==> config.mk <==
export PLATFORM = sky130hd
export DESIGN_NAME = sem_ctrl
export DESIGN_NICKNAME = d
export VERILOG_FILES = /design/src/design/sem_pkg.sv /design/src/design/sem_ctrl.sv
export SDC_FILE = /design/constraint.sdc
export NUM_CORES = 1
export LEC_CHECK = 0
export BUFFER_PORTS_ARGS = -buffer_cell sky130_fd_sc_hd__clkbuf_2
export CAP_MARGIN = 20
export CORE_MARGIN = 2
export CORE_UTILIZATION = 25
export DETAILED_ROUTE_END_ITERATION = 10
export GPL_ROUTABILITY_DRIVEN = 0
export SETUP_SLACK_MARGIN = 0.5
export SLEW_MARGIN = 30
export SYNTH_ARGS = -nofsm -noshare
export SYNTH_HDL_FRONTEND = slang
export SYNTH_SLANG_ARGS = --single-unit
export TNS_END_PERCENT = 1
==> constraint.sdc <==
create_clock -name clock -period 1.98 [get_ports clock]
set_input_delay 0.396 -clock clock [delete_from_list [all_inputs] [get_ports clock]]
set_output_delay 0.396 -clock clock [all_outputs]
set_load 0.01 [all_outputs]
==> src/design/sem_pkg.sv <==
`default_nettype none
package sem_pkg;
   localparam int CFG_W  = 11;
   localparam int PIX_W  = 8;
   localparam int CH_N   = 3;
   localparam int DATA_W = PIX_W * CH_N;
   localparam int GRD_W  = 11;
   localparam int SQ_W   = 21;

   localparam logic [CFG_W-1:0] CFG_RESET = 11'd1024;

   localparam logic CSR_WIDTH  = 1'b0;
   localparam logic CSR_HEIGHT = 1'b1;

   localparam logic OP_PIXEL = 1'b0;
   localparam logic OP_FLUSH = 1'b1;

   localparam logic [SQ_W-1:0]  MAG_SAT = 21'd65280;
   localparam logic [PIX_W-1:0] MAG_MAX = 8'd255;

   typedef struct packed {
      logic div_start;
      logic div_step;
      logic accept;
      logic mem_read;
      logic shift;
      logic grad;
      logic square;
      logic sqrt_step;
      logic round;
      logic load_out;
   } sem_cmd_type;

   typedef struct packed {
      logic div_done;
      logic sqrt_done;
      logic result_valid;
      logic out_free;
   } sem_stat_type;
endpackage
`default_nettype wire

==> src/design/sem_ctrl.sv <==
`default_nettype none
module sem_ctrl (
   input  wire logic               clock,
   input  wire logic               reset,
   input  wire logic               csr_we,
   input  wire logic               req_tvalid,
   output logic                    req_tready,
   input  wire sem_pkg::sem_stat_type stat,
   output sem_pkg::sem_cmd_type    cmd
);
   typedef enum logic [3:0] {
      S_IDLE, S_DIV, S_READ, S_SHIFT, S_GRAD, S_SQUARE, S_SQRT, S_ROUND, S_OUT
   } state_type;

   state_type state_ff, state_in;
   logic      dirty_ff, dirty_in;

   assign req_tready = (state_ff == S_IDLE) && !dirty_ff;

   always_comb begin
      cmd      = '0;
      state_in = state_ff;
      dirty_in = dirty_ff | csr_we;
      unique case (state_ff)
         S_IDLE: begin
            if (dirty_ff) begin
               cmd.div_start = 1'b1;
               dirty_in      = csr_we;
               state_in      = S_DIV;
            end else if (req_tvalid) begin
               cmd.accept = 1'b1;
               state_in   = S_READ;
            end
         end
         S_DIV: begin
            cmd.div_step = 1'b1;
            if (stat.div_done) state_in = S_IDLE;
         end
         S_READ: begin
            cmd.mem_read = 1'b1;
            state_in     = S_SHIFT;
         end
         S_SHIFT: begin
            cmd.shift = 1'b1;
            state_in  = stat.result_valid ? S_GRAD : S_IDLE;
         end
         S_GRAD: begin
            cmd.grad = 1'b1;
            state_in = S_SQUARE;
         end
         S_SQUARE: begin
            cmd.square = 1'b1;
            state_in   = S_SQRT;
         end
         S_SQRT: begin
            cmd.sqrt_step = 1'b1;
            if (stat.sqrt_done) state_in = S_ROUND;
         end
         S_ROUND: begin
            cmd.round = 1'b1;
            state_in  = S_OUT;
         end
         S_OUT: begin
            if (stat.out_free) begin
               cmd.load_out = 1'b1;
               state_in     = S_IDLE;
            end
         end
         default: state_in = S_IDLE;
      endcase
   end

   always_ff @(posedge clock) begin
      if (reset) begin
         state_ff <= S_IDLE;
         dirty_ff <= 1'b1;
      end else begin
         state_ff <= state_in;
         dirty_ff <= dirty_in;
      end
   end
endmodule
`default_nettype wire

==> results of run 1 <==
-- placed cells by master (no fill, tap or decap) --
master / netlist / layout
or3_1: 1 / 1
o211a_1: 1 / 1
a211o_2: 1 / 1
nand2_1: 1 / 1
or4_4: 1 / 1
nor2_1: 5 / 4
a21oi_1: 2 / 2
nand2b_1: 7 / 7
or2_2: 1 / 1
and2_4: 0 / 1
a211o_1: 1 / 1
mux2i_1: 2 / 2
buf_4: 0 / 3
inv_1: 2 / 2
nand3b_1: 1 / 1
clkbuf_2: 0 / 18
nor3b_1: 1 / 1
dfxtp_4: 0 / 1
o21bai_1: 1 / 1
dfxtp_2: 0 / 1
o32a_1: 1 / 1
dfxtp_1: 5 / 3
clkinv_2: 0 / 1
clkbuf_4: 0 / 3
nor3_1: 6 / 6
nor2_4: 0 / 1
or4_1: 1 / 1
and2_1: 2 / 1
nor4b_1: 1 / 1
-- critical path: cells and delay by family (launching register included) --
family	cells	cell delay [ns]
AND/OR/NAND/NOR	3	0.78
flip-flops	1	0.33
buffers and inverters	1	0.12
-- state kept, by name, indices dropped and copies added, names as in the netlist --
name and cells:
dirty_ff 1, state_ff 4
-- power groups by stage --
stage               Sequential (uW)  Combinational (uW)  Clock (uW)
floorplan                       120                 112           0
global placement                130                 150           0
detailed placement              131                 150           0
CTS                             127                 151         126
global route                    130                 167         133
finish                          129                 150         121
-- worst max path at each step --
| stage | end |
|---|---|
| 2_1_floorplan | state_ff[0]$_SDFFE_PP0P_ |
| 3_3_place_gp | cmd[7] |
| 3_5_place_dp | cmd[7] |
| 4_1_cts | cmd[7] |
| 5_1_grt | cmd[7] |
| 6_report | cmd[7] |
-- stage by stage --
stage | total power [uW] | util (%) | hold WS (ns) | cells | cell area, um^2
after floorplan | 232 | - | 0.465 | 48 | 382
after CTS | 404 | 38.6 | 0.317 | 84 | 520
after global placement | 280 | 35.7 | 0.594 | 79 | 482
after global routing | 429 | 38.6 | 0.328 | 84 | 522
after detailed placement | 281 | 35.7 | 0.581 | 79 | 482
final | 400 | 38.6 | 0.323 | 84 | 522
-- cell type report --
class,count,area share [%]
Sequential cell,5,20.1
Clock buffer,3,4.32
Multi-Input combinational cell,37,48.0
Inverter,2,1.44
Timing Repair Buffer,21,21.6
Tap cell,15,3.60
Clock inverter,1,0.959
-- per-layer routing --
| layer | vias to the layer above | wire (um) | GRT usage [%] |
|---|---|---|---|
| met2 | 14 | 357 | 13.2 |
| met1 | 171 | 442 | 14.7 |
| met5 | - | 0 | 0 |
| li1 | 215 | - | - |
| met4 | 0 | 20 | 7.50 |
| met3 | 3 | 63 | 3.88 |
-- cells by family after synthesis --
group,count (synthesis)
compound gates,7
buf+inv,6
flops,5
mux,2
simple gates,28
-- timing repair --
item,in CTS,in global routing
endpoints found under the setup margin,13,13
pin swaps,1,1
gates resized for setup,2,1
endpoints found under the hold margin,0,0
setup buffers,1,0
==> results.toml, run 1 <==
[yosys]
synth_xor_area_share_pct = 0
post-synth-top-area-fraction_pct = 26.9
synth_area_leader_cell = "dfxtp_1"
synth-compound-area-share_pct = 15.2
synth_mux_area_share_pct = 5.39
post_synth_fa_ha_maj_area_fraction_pct = 0
synth.distinct_cells = 25
synth-async-reset-ratio_pct = 0
avgSynthCellArea_um2 = 7.74
synth_edf_count = 0
syn-instance-count = 48
synth_seq_cells = 5
ys_seq_area_share_pct = 26.9
synth.net_count = 56
synth_top_flop_cell = "dfxtp_1"
ys.warnings.count = 0
synthSimpleGateAreaFrac_pct = 44.1
synth_area_leaders = "dfxtp_1 27%, nand2b_1 12%, nor3_1 8.1%"
yosysMostFrequentCell = "nand2b_1"
netlist_area_um2 = 372
synth_top_family_by_area = "simple AND/OR/NAND/NOR gates"
ys_top_cells_by_count = "7 x nand2b_1, 6 x nor3_1, 5 x dfxtp_1, 5 x nor2_1"

[clock_network]
cts-root-buf = "clkbuf_4"
insertion_delay_ns = 0.25
cts_buffers = 3
cts_tree = "built"
clkSlewWorstSetupHoldPaths_ns = 0.05
cts.path.max_buffers = 2
cts_max_level = 1
cts_hold_buf = 0
cts_sinks = 5

[route]
via_per_inst = 4.80
wl_per_cell_um = 10.5
drtIter0Drc = 7
num_vias = 403
firstDrtPassIters = 2
ant_nets = 0
route.detailed.drc = 0
drt_wl_total_um = 883

[power_and_ir_drop]
p_clk_share_pct = 30.2
p_leak_uw = 0.000260
p_int_uw = 260
power.net_switching_uw = 140
sequentialPowerShare_pct = 32.2
ir_drop_mv = 0.351
combPwrFrac_pct = 37.6
p_per_area_nw_per_um2 = 766
switching_share_pct = 34.9

[timing]
timing_max_transition_violations_final = 0
worst_slack_ns = 0.105
worstMarginPinSlew_ns = 0.322
min_period_ns = 1.88
finClkSkew_ns = 0.00449
setup_viol = 0
min_period_over_period_pct = 94.7
timing.setup.tns_ns = 0
hold_viol = 0
max_slew_margin_pct = 78.3
fmax_mhz = 533
rsz0062_at_grt = "yes"

[worst_setup_path]
cp.required_ns = 1.58
critPathKind = "reg -> out"
rrSetupSlack_ns = 0.39
cp-startpoint = "state_ff[3]$_SDFFE_PP0P_"
crit_slowest_cell = "or4_4"
reg2reg_to = "state_ff[1]$_SDFFE_PP0P_"
crit_path_end_kind = "output port"
worstPathMaxFanout = 4
start_kind = "flip-flop"
arrival_ns = 1.48
worstReg2RegStart = "state_ff[3]$_SDFFE_PP0P_"
cpPeakStageDelay_ns = 0.55
worstRegToRegCells = 4
path_cells = "or4_4 > nor2_4 > and2_4 > clkbuf_2"

[floorplan]
num_rows = 13
fp.dieH_um = 42.6
die_area_um2 = 1810
start_util_pct = 27.5
core_area_um2 = 1350
io-pin-count = 19
die_x_um = 42.6

[finish]
drive_gt1_share_pct = 46.4
multiInputGateArea_um2 = 250
num_antenna_cells = 0
filler_cell_count = 157
area_delta_synth_final_pct = 40.4
seqCellArea_um2 = 105
nets = 78

[place]
hpwl_um = 658
dp_worst_setup_slack_ns = 0.283
port_buffers = 18

[global_routing]
antenna_found_initial = 0
grt_pass1_wl_mm = 1.44
grt_max_degree = 13
gr-total-overflow = 0
first_global_vias = 358
grtUsageTotal_pct = 10.7

[worst_hold_path]
hold_depth = 2
hold_path.startpoint = "csr_we"
hold_class = "in -> reg"
whs_endpoint = "dirty_ff$_SDFF_PP1_"

[job]
cap_viol_max_count = 0

[outcome]
status = "finished, final reports clean"
Power figures use the tool's default switching activity.
==> run 2, diff against run 1 <==
--- a/config.mk
+++ b/config.mk
@@ -7,10 +7,11 @@
 export LEC_CHECK = 0
 export BUFFER_PORTS_ARGS = -buffer_cell sky130_fd_sc_hd__clkbuf_2
 export CAP_MARGIN = 20
-export CORE_MARGIN = 2
-export CORE_UTILIZATION = 25
+export CORE_AREA = 2 2 39 41
 export DETAILED_ROUTE_END_ITERATION = 10
+export DIE_AREA = 0 0 41 43
 export GPL_ROUTABILITY_DRIVEN = 0
+export REMOVE_ABC_BUFFERS = 1
 export SETUP_SLACK_MARGIN = 0.5
 export SLEW_MARGIN = 30
 export SYNTH_ARGS = -nofsm -noshare
==> constraint.sdc (replaced) <==
create_clock -name clock -period 2.4 [get_ports clock]
set_input_delay 0.48 -clock clock [delete_from_list [all_inputs] [get_ports clock]]
set_output_delay 0.48 -clock clock [all_outputs]
set_load 0.01 [all_outputs]
==> run 2 against run 1 <==
Effect of this change:
- total power down 18%
- clock-buffer cell count up 1
- critical path depth unchanged
- clock skew down 0.0027 ns
- combinational power down 23%
- register-to-register slack better by 0.25 ns
- critical path type unchanged
- largest power group is now sequential cells
==> results.toml, run 2 (synthesis results as in run 1) <==
[power_and_ir_drop]
switching_share_pct = 32.9
power.net_switching_uw = 108
p_per_area_nw_per_um2 = 613
ir_drop_mv = 0.287
p_clk_share_pct = 28.5
p_int_uw = 219
combPwrFrac_pct = 35.6
sequentialPowerShare_pct = 35.9
p_leak_uw = 0.000260

[floorplan]
core_area_um2 = 1380
fp.dieH_um = 43
die_area_um2 = 1760
io-pin-count = 19
num_rows = 14
start_util_pct = 26.9
die_x_um = 41

[route]
num_vias = 393
drtIter0Drc = 5
drt_wl_total_um = 871
ant_nets = 0
wl_met2_um = 436
wl_met1_um = 382
via_per_inst = 4.62
wl_per_cell_um = 10.2
routed.top_layer = "met3"
met3_length_um = 52
firstDrtPassIters = 3
route.detailed.drc = 0

[clock_network]
cts_sinks = 5
clkSlewWorstSetupHoldPaths_ns = 0.04
cts_max_level = 1
cts_buffers = 3
cts_hold_buf = 0
cts-root-buf = "clkbuf_4"
insertion_delay_ns = 0.23
cts.path.max_buffers = 2
cts_tree = "built"

[place]
hpwl_um = 631
port_buffers = 18

[timing]
timing_max_transition_violations_final = 0
setup_viol = 0
holdWs_ns = 0.427
finClkSkew_ns = 0.00181
min_period_over_period_pct = 80.8
max_slew_margin_pct = 84.4
timing.setup.tns_ns = 0
hold_viol = 0
fmax_mhz = 516
worstMarginPinSlew_ns = 0.233
min_period_ns = 1.94
rsz0062_at_grt = "yes"

[outcome]
status = "finished, final reports clean"

[finish]
largest_reg_flops = 4
final_common_cell = "clkbuf_2"
nets = 78
top_regs = "state_ff x4, dirty_ff x1"
final_cell_mix = "17 x clkbuf_2, 7 x nand2b_1, 6 x nor3_1, 4 x nor2_1"
largest_register = "state_ff"
fin_util_pct = 38.5
num_antenna_cells = 0
drive_gt1_share_pct = 47.8
area_delta_synth_final_pct = 43.4

[worst_hold_path]
hold_class = "in -> reg"
hold_path.startpoint = "csr_we"
hold_depth = 2

[worst_setup_path]
cp.required_ns = 1.92
arrival_ns = 1.46
worstReg2RegStart = "state_ff[3]$_SDFFE_PP0P_"
critPathKind = "reg -> out"
worstRegToRegCells = 5
worstPathMaxFanout = 3
start_kind = "flip-flop"
crit_path_end_kind = "output port"
cp-startpoint = "state_ff[3]$_SDFFE_PP0P_"

[job]
cap_viol_max_count = 0

[global_routing]
gr-total-overflow = 0
first_global_vias = 343
grt_pass1_wl_mm = 1.29
antenna_found_initial = 0
grtUsageTotal_pct = 10.8
grt_max_degree = 13
## run 2: power by group through the flow
stage | Clock (uW) | Sequential [uW] | Combinational, uW
2_1_floorplan | 0 | 110 | 69.7
3_3_place_gp | 0 | 116 | 98.9
3_5_place_dp | 0 | 116 | 99.8
4_1_cts | 98.1 | 113 | 116
5_1_grt | 107 | 119 | 126
6_report | 93.2 | 117 | 116
## run 2: repair_timing
item | CTS | global route
cloned | 0 | 0
pin swaps | 1 | 1
gates resized for setup | 7 | 4
endpoints found under the setup margin | 4 | 3
buffers inserted | 3 | 0
## run 2: final timing paths
| kind | end | slack, ns |
|---|---|---|
| max | cmd[7] | 0.46 |
| min | dirty_ff$_SDFF_PP1_ | 0.43 |
| max reg2reg | state_ff[0]$_SDFFE_PP0P_ | 0.64 |
| min reg2reg | state_ff[0]$_SDFFE_PP0P_ | 0.55 |
## run 2: stage by stage
step                setup WS, ns  instance area, um^2  power [uW]  instances
floorplan                  0.582                  348         180         44
global placement           0.589                  458         215         78
detailed placement         0.538                  458         216         78
CTS                        0.438                  523         327         85
global route               0.413                  533         351         85
finish                     0.461                  533         327         85
## run 2: worst max-delay path: stages (launching register included)
cell     delay [ns]
dfxtp_4        0.33
or4_4          0.56
nor2_4         0.10
and2_1         0.12
buf_2          0.12
## run 2: final cells by class
cell class                 count  area (um^2)
fill                         154          851
multi-input combinational     37          254
sequential                     5          113
timing repair buffer          21          113
clock buffer                   4         26.3
tap                           16         20.0
inverter                       2         7.51
## run 2: metal layers
layer  up-vias  GRT usage [%]
met3         0           3.14
met4         0           8.00
met5         -              0
met2        12           18.1
met1       169           10.3
li1        212              -
==> run 3, diff against run 2 <==
==> constraint.sdc (replaced) <==
create_clock -name clock -period 1.6 [get_ports clock]
set_input_delay 0.32 -clock clock [delete_from_list [all_inputs] [get_ports clock]]
set_output_delay 0.32 -clock clock [all_outputs]
set_load 0.01 [all_outputs]
==> run 3 against run 2 <==
Effect of this change:
- clock skew decreased by 0.00071 ns
- setup slack got worse by 0.60 ns
- die area unchanged
- non-clock buffer count grew 1
- combinational power up 77%
- critical endpoint unchanged
- the flow now finishes with violations (setup timing)
==> results.toml, run 3 (synthesis results as in run 1) <==
[timing]
holdWs_ns = 0.270
worstMarginPinSlew_ns = 0.208
rsz0062_at_grt = "yes"
timing.setup.tns_ns = -0.258
max_slew_margin_pct = 86.0
min_period_ns = 1.74
fmax_mhz = 574
min_period_over_period_pct = 109
hold_viol = 0
finClkSkew_ns = 0.00110
worst_slack_ns = -0.141
setup_viol = 4
timing_max_transition_violations_final = 0

[worst_setup_path]
worstReg2RegStart = "state_ff[1]$_SDFFE_PP0P_"
reg2reg_to = "state_ff[0]$_SDFFE_PP0P_"
cp.required_ns = 1.28
worstRegToRegCells = 4
crit_path_end_kind = "output port"
rrSetupSlack_ns = 0.02
worstPathMaxFanout = 4
arrival_ns = 1.42
start_kind = "flip-flop"
critPathKind = "reg -> out"

[clock_network]
cts_buffers = 3
cts_max_level = 1
insertion_delay_ns = 0.23
cts-root-buf = "clkbuf_4"
cts_sinks = 5
cts_tree = "built"
cts.path.max_buffers = 2
clkSlewWorstSetupHoldPaths_ns = 0.04
post_cts.repair.setup_buffers = 0

[route]
drt_wl_total_um = 863
drtIter0Drc = 4
ant_nets = 0
num_vias = 409
via_per_inst = 4.76
firstDrtPassIters = 3
wl_per_cell_um = 10.0
route.detailed.drc = 0

[floorplan]
die_area_um2 = 1760
core_area_um2 = 1380
num_rows = 14
start_util_pct = 26.9
io-pin-count = 19
fp.dieH_um = 43
die_x_um = 41

[worst_hold_path]
hold_path.startpoint = "csr_we"
hold_class = "in -> reg"
whs_endpoint = "dirty_ff$_SDFF_PP1_"
hold_depth = 2

[global_routing]
grt_pass1_wl_mm = 1.31
grtUsageTotal_pct = 11.2
gr-total-overflow = 0
first_global_vias = 352
antenna_found_initial = 0
grt_max_degree = 13

[place]
port_buffers = 18
hpwl_um = 668

[power_and_ir_drop]
p_leak_uw = 0.000267
p_per_area_nw_per_um2 = 883
ir_drop_mv = 0.384

[finish]
final_common_cell = "clkbuf_2"
nets = 79
top_regs = "state_ff x4, dirty_ff x1"
largest_register = "state_ff"
area_delta_synth_final_pct = 50.2
largest_reg_flops = 4
final_cell_mix = "12 x clkbuf_2, 6 x nand2b_1, 6 x buf_2"
drive_gt1_share_pct = 48.6
num_antenna_cells = 0

[outcome]
status = "finished, violations left"
violations = "setup timing"

[job]
cap_viol_max_count = 0
-- run 3: cell types whose count changed in the layout (fill, tap and decap cells not counted), moves of 2 or more --
cell	before	now
nor3_1	6	4
nor3_2	0	2
buf_2	1	6
clkbuf_2	17	12
dfxtp_4	3	0
dfxtp_1	1	4
buf_6	0	2
-- run 3: report_power, final --
group          switching (uW)  internal, uW
logic                     103           103
registers                10.3           140
clock network            43.5          93.8
total                     156           336
-- run 3: area by class of cell --
type / instances / area, um^2
fillers: 160 / 826
flip-flops and latches: 5 / 101
repair buffers: 22 / 128
inverters: 2 / 7.51
clock buffers: 4 / 26.3
well taps: 16 / 20.0
multi-input cells: 37 / 275
-- run 3: critical path: stages, from the launching register on --
cell and delay [ns]:
dfxtp_1 0.30, or4_4 0.55, nor2_2 0.10, and2_1 0.12, buf_2 0.12
-- run 3: worst max path at each step --
stage	end	slack, ns	from
floorplan	cmd[7]	-0.06	state_ff[2]$_SDFFE_PP0P_
detailed placement	state_ff[0]$_SDFFE_PP0P_	0.02	state_ff[3]$_SDFFE_PP0P_
global placement	state_ff[0]$_SDFFE_PP0P_	0.02	state_ff[3]$_SDFFE_PP0P_
CTS	cmd[7]	-0.17	state_ff[1]$_SDFFE_PP0P_
global route	cmd[7]	-0.19	state_ff[1]$_SDFFE_PP0P_
finish	cmd[7]	-0.14	state_ff[1]$_SDFFE_PP0P_
-- run 3: per-layer routing --
metal	vias to the layer above	track usage, %	wire, um
met1	182	11.0	356
met4	0	8.00	0
met3	0	1.57	50
li1	215	-	-
met5	-	0	0
met2	12	19.4	457
-- run 3: timing repair --
item | 4_1_cts | 5_1_grt
pin swaps | 6 | 2
hold buffers | 0 | 0
resized for setup | 7 | 8
endpoints found under the setup margin | 15 | 16
-- run 3: per-stage QoR --
stage	utilization, %	area, um^2	std cells	total power, uW	setup WS (ns)
global route	40.3	558	86	530	-0.193
CTS	39.6	548	86	497	-0.174
floorplan	-	348	44	269	-0.0580
finish	40.3	558	86	493	-0.141
global placement	35.3	488	82	338	0.0233
detailed placement	35.3	488	82	340	0.0219
